===== src/design/oaht_ram.sv =====
// Generic single-clock RAM with one write port and one registered read port.
// No dependencies.
module oaht_ram #(
    parameter int WIDTH = 8,
    parameter int DEPTH = 16
) (
    input  logic                     clk,
    input  logic                     we,
    input  logic [$clog2(DEPTH)-1:0] waddr,
    input  logic [WIDTH-1:0]         wdata,
    input  logic                     re,
    input  logic [$clog2(DEPTH)-1:0] raddr,
    output logic [WIDTH-1:0]         rdata
);

    logic [WIDTH-1:0] mem [DEPTH];

    // Write port and registered read port.
    always_ff @(posedge clk)
    begin
        if (we)
        begin
            mem[waddr] <= wdata;
        end
        if (re)
        begin
            rdata <= mem[raddr];
        end
    end

endmodule


===== config.mk =====
export PLATFORM = sky130hd
export DESIGN_NAME = oaht_ram
export DESIGN_NICKNAME = d
export VERILOG_FILES = /design/src/design/oaht_ram.sv
export SDC_FILE = /design/constraint.sdc
export NUM_CORES = 1
export LEC_CHECK = 0
export BUFFER_PORTS_ARGS = -buffer_cell sky130_fd_sc_hd__buf_2
export CAP_MARGIN = 20
export CORE_MARGIN = 4
export CORE_UTILIZATION = 60
export CTS_BUF_LIST = sky130_fd_sc_hd__clkbuf_4 sky130_fd_sc_hd__clkbuf_8
export CTS_CLUSTER_DIAMETER = 150
export DETAILED_ROUTE_END_ITERATION = 10
export GPL_ROUTABILITY_DRIVEN = 0
export GPL_TIMING_DRIVEN = 0
export HOLD_SLACK_MARGIN = 0.05
export MAX_ROUTING_LAYER = met4
export PLACE_DENSITY = 0.88
export SKIP_LAST_GASP = 1
export SLEW_MARGIN = 20
export SYNTH_ARGS = -nofsm -noshare
export SYNTH_HDL_FRONTEND = slang
export SYNTH_SLANG_ARGS = --single-unit

===== constraint.sdc =====
create_clock -name clk -period 2.1 [get_ports clk]
set_input_delay 0.42 -clock clk [delete_from_list [all_inputs] [get_ports clk]]
set_output_delay 0.42 -clock clk [all_outputs]
set_load 0.005 [all_outputs]

==> summary.md <==
| Metric | Value |
|---|---|
| Core area | 8340 sq um |
| F_max | 584 MHz |
| Yosys warns | 0 |
| Reg area | 4080 sq um |
| Minimum clock period | 1.71 ns |
| Worst hold path class | input port to flop |
| Vias in the first global route | 2539 |
| Share of cells above drive strength 1 | 0.303 |
| Skew final | 0.00771 ns |
| Slew @ Worst Pin | 0.862 ns |
| DPL Wire Length | 6540 um |
| Post-Route WL | 10100 um |
| Syn_area_per_cell | 22.8 sq um |
| Die area | 10300 sq um |
| Worst path bufs/invs | 1 |
| Placed cell count | 360 |
| Die X | 101 um |
| Fillers | 486 |
| Path depth of the worst reg2reg path | 3 |
| Htree depth | 4 |
| Outcome | completed |
| Final Slew Violations | 0 |
| Kind of critical path | input port to flop |
| CTS tree | done |
| Delay-heaviest family, CP | simple AND/OR/NAND/NOR gates |
| Wire per inst | 25.7 um |
| Synthesis-to-layout area growth | 12.4% |
| I/O Buffers | 25 |
| Via/cell ratio | 6.43 |
| Vert. Die Dim | 101 um |
| Flop-to-flop setup slack | 0.51 ns |
| Starting Density | 0.627 |
| Cell Area, Placed | 5510 sq um |
| Final total power | 5350 uW |
| Total iterations of the first detailed-routing run | 4 |
| Nets | 293 |
| Worst EP required | 2.15 ns |
| Ports | 27 |
| Post-synthesis cell area | 5230 sq um |
| Layout Cells excl Fill | 392 |
| WHS Endpoint | rdata[2]$_DFFE_PP_ |
| Initial antenna violation count | 0 |
| Tcrit/Tclk final | 0.815 |
| Ant. Diodes | 0 |
| Worst setup SP type | input port |
| LEAKAGE | 0.00195 uW |
| Pwr Density | 911 nW/um^2 |
| Multi-input gate area | 1070 sq um |
| Cells along the critical path | buf_2, or3b_2, nor2_1 |
| Flops & latches, synth | 136 |
| Bufs on Longest Clock Path | 2 |
| Hold Crit Depth | 1 |
| Post-CTS resize count | 0 |
| Final setup fails | 0 |
| Post-CTS Setup Repair Bufs | 0 |
| Setup crit end kind | flop |
| RSZ-0062 raised after global routing | false |
| Design area | 5880 sq um |
| Root Buffer | clkbuf_8 |
| First-pass GRT wire length | 15300 um |
| Latest clock arrival within the worst-skew pair | 0.43 ns |
| Hold_sp | re |
| Yosys cell types | 18 |
| Most frequent cells in the layout | edfxtp_1 (136), buf_2 (28), mux4_2 (18) |
| Final ANT Viol Nets | 0 |
| Slowest cell on crit path | nor2_1 |
| Worst r2r dst | rdata[0]$_DFFE_PP_ |
| Largest net degree at the start of global routing | 17 |
| Crit path DAT | 1.76 ns |
| DRC | 0 |
| Seq/Total Area, Yosys | 0.781 |
| Hold violation total from the final report | 0 |
| Reg2reg start | mem[2][0]$_DFFE_PP_ |
| Overflow after GRT | 0 |
| Hold Buf Count CTS | 0 |
| Clk slew on worst S/H paths | 0.07 ns |
| Syn_nets | 248 |
| DRT iter0 DRCs | 270 |
| Max cap viols | 0 |
| Global Route Usage Sum | 0.227 |
| Relative slew slack | 0.423 |
| Setup_tns | 0 ns |
| Num CTS Buffers | 17 |
| Syn Inst Count | 229 |
| Crit path largest cell delay | 0.69 ns |
| CTS sink cnt | 136 |
| Vias | 2522 |
| VDD IR max | 0.568 mV |
| Row cnt | 33 |
| Most common cell after layout, fill and taps aside | edfxtp_1 |
| Crit Path Max Fanout | 8 |
## metrics by stage
stage                     setup slack (ns)  hold WS (ns)  utilization
after floorplan                      0.187         0.519            -
after global placement              -0.324         0.737        0.658
after detailed placement           -0.0213         0.749        0.660
after CTS                            0.439         0.303        0.705
after global routing                 0.361         0.315        0.705
final                                0.388         0.313        0.705
## synthesized netlist by cell type
cell | number | share of area
nand2_1 | 9 | 0.0065
mux4_1 | 14 | 0.070
nor2b_1 | 1 | 0.0012
clkdlybuf4s25_2 | 3 | 0.0057
or3b_2 | 1 | 0.0017
nor3_1 | 4 | 0.0038
edfxtp_1 | 136 | 0.78
buf_4 | 1 | 0.0014
nor2_1 | 13 | 0.0093
mux4_2 | 18 | 0.078
buf_6 | 3 | 0.0065
and2_1 | 1 | 0.0012
nand3_1 | 1 | 0.00096
nand2b_1 | 2 | 0.0024
buf_2 | 3 | 0.0029
and2b_1 | 1 | 0.0014
a22oi_1 | 16 | 0.023
nand3b_1 | 2 | 0.0029
## state kept, by name, summed over array words and instances (netlist names)
register  count
mem         128
rdata         8
## where the power goes
part	leakage, uW	internal [uW]	switching, uW
sequential	0.00124	3060	15.3
clock	0.000190	1080	909
combinational	0.000527	118	171
## cell type report
cell class              instances  area share
repair buffers                 26      0.0226
well taps                     105      0.0224
multi-input cells              83       0.182
flip-flops and latches        136       0.695
plain buffers                  10      0.0147
clock buffers                  21      0.0449
clock inverters                11      0.0181
## worst register-to-register path: stages (launching register included)
cell      delay (ns)
edfxtp_1        0.39
mux4_1          0.50
a22oi_1         0.31
nand2_1         0.13
## logic make-up (layout without fill, tap and decap cells)
| kind of cell | after synthesis | count (layout) | synth area share |
|---|---|---|---|
| compound gates | 16 | 16 | 0.0230 |
| buf+inv | 10 | 68 | 0.0165 |
| flops | 136 | 136 | 0.781 |
| mux | 32 | 32 | 0.148 |
| simple gates | 35 | 35 | 0.0314 |
## worst max-delay path by stage
stage	start	to	slack, ns	cells past startpoint
final	waddr[2]	mem[2][6]$_DFFE_PP_	0.39	3
after global routing	waddr[2]	mem[2][0]$_DFFE_PP_	0.36	3
after CTS	waddr[2]	mem[2][6]$_DFFE_PP_	0.44	3
after detailed placement	waddr[2]	mem[2][2]$_DFFE_PP_	-0.02	3
after global placement	waddr[2]	mem[0][3]$_DFFE_PP_	-0.32	3
after floorplan	waddr[2]	mem[0][0]$_DFFE_PP_	0.19	2
## layer usage
layer  up-vias  track usage  wire, um
met1      1305        0.303      4110
met5         -            -         0
met2       121        0.345      5100
li1       1076            -         -
met4         0       0.0859       222
met3        20       0.0544       635
(Power assumes the default switching activity.)
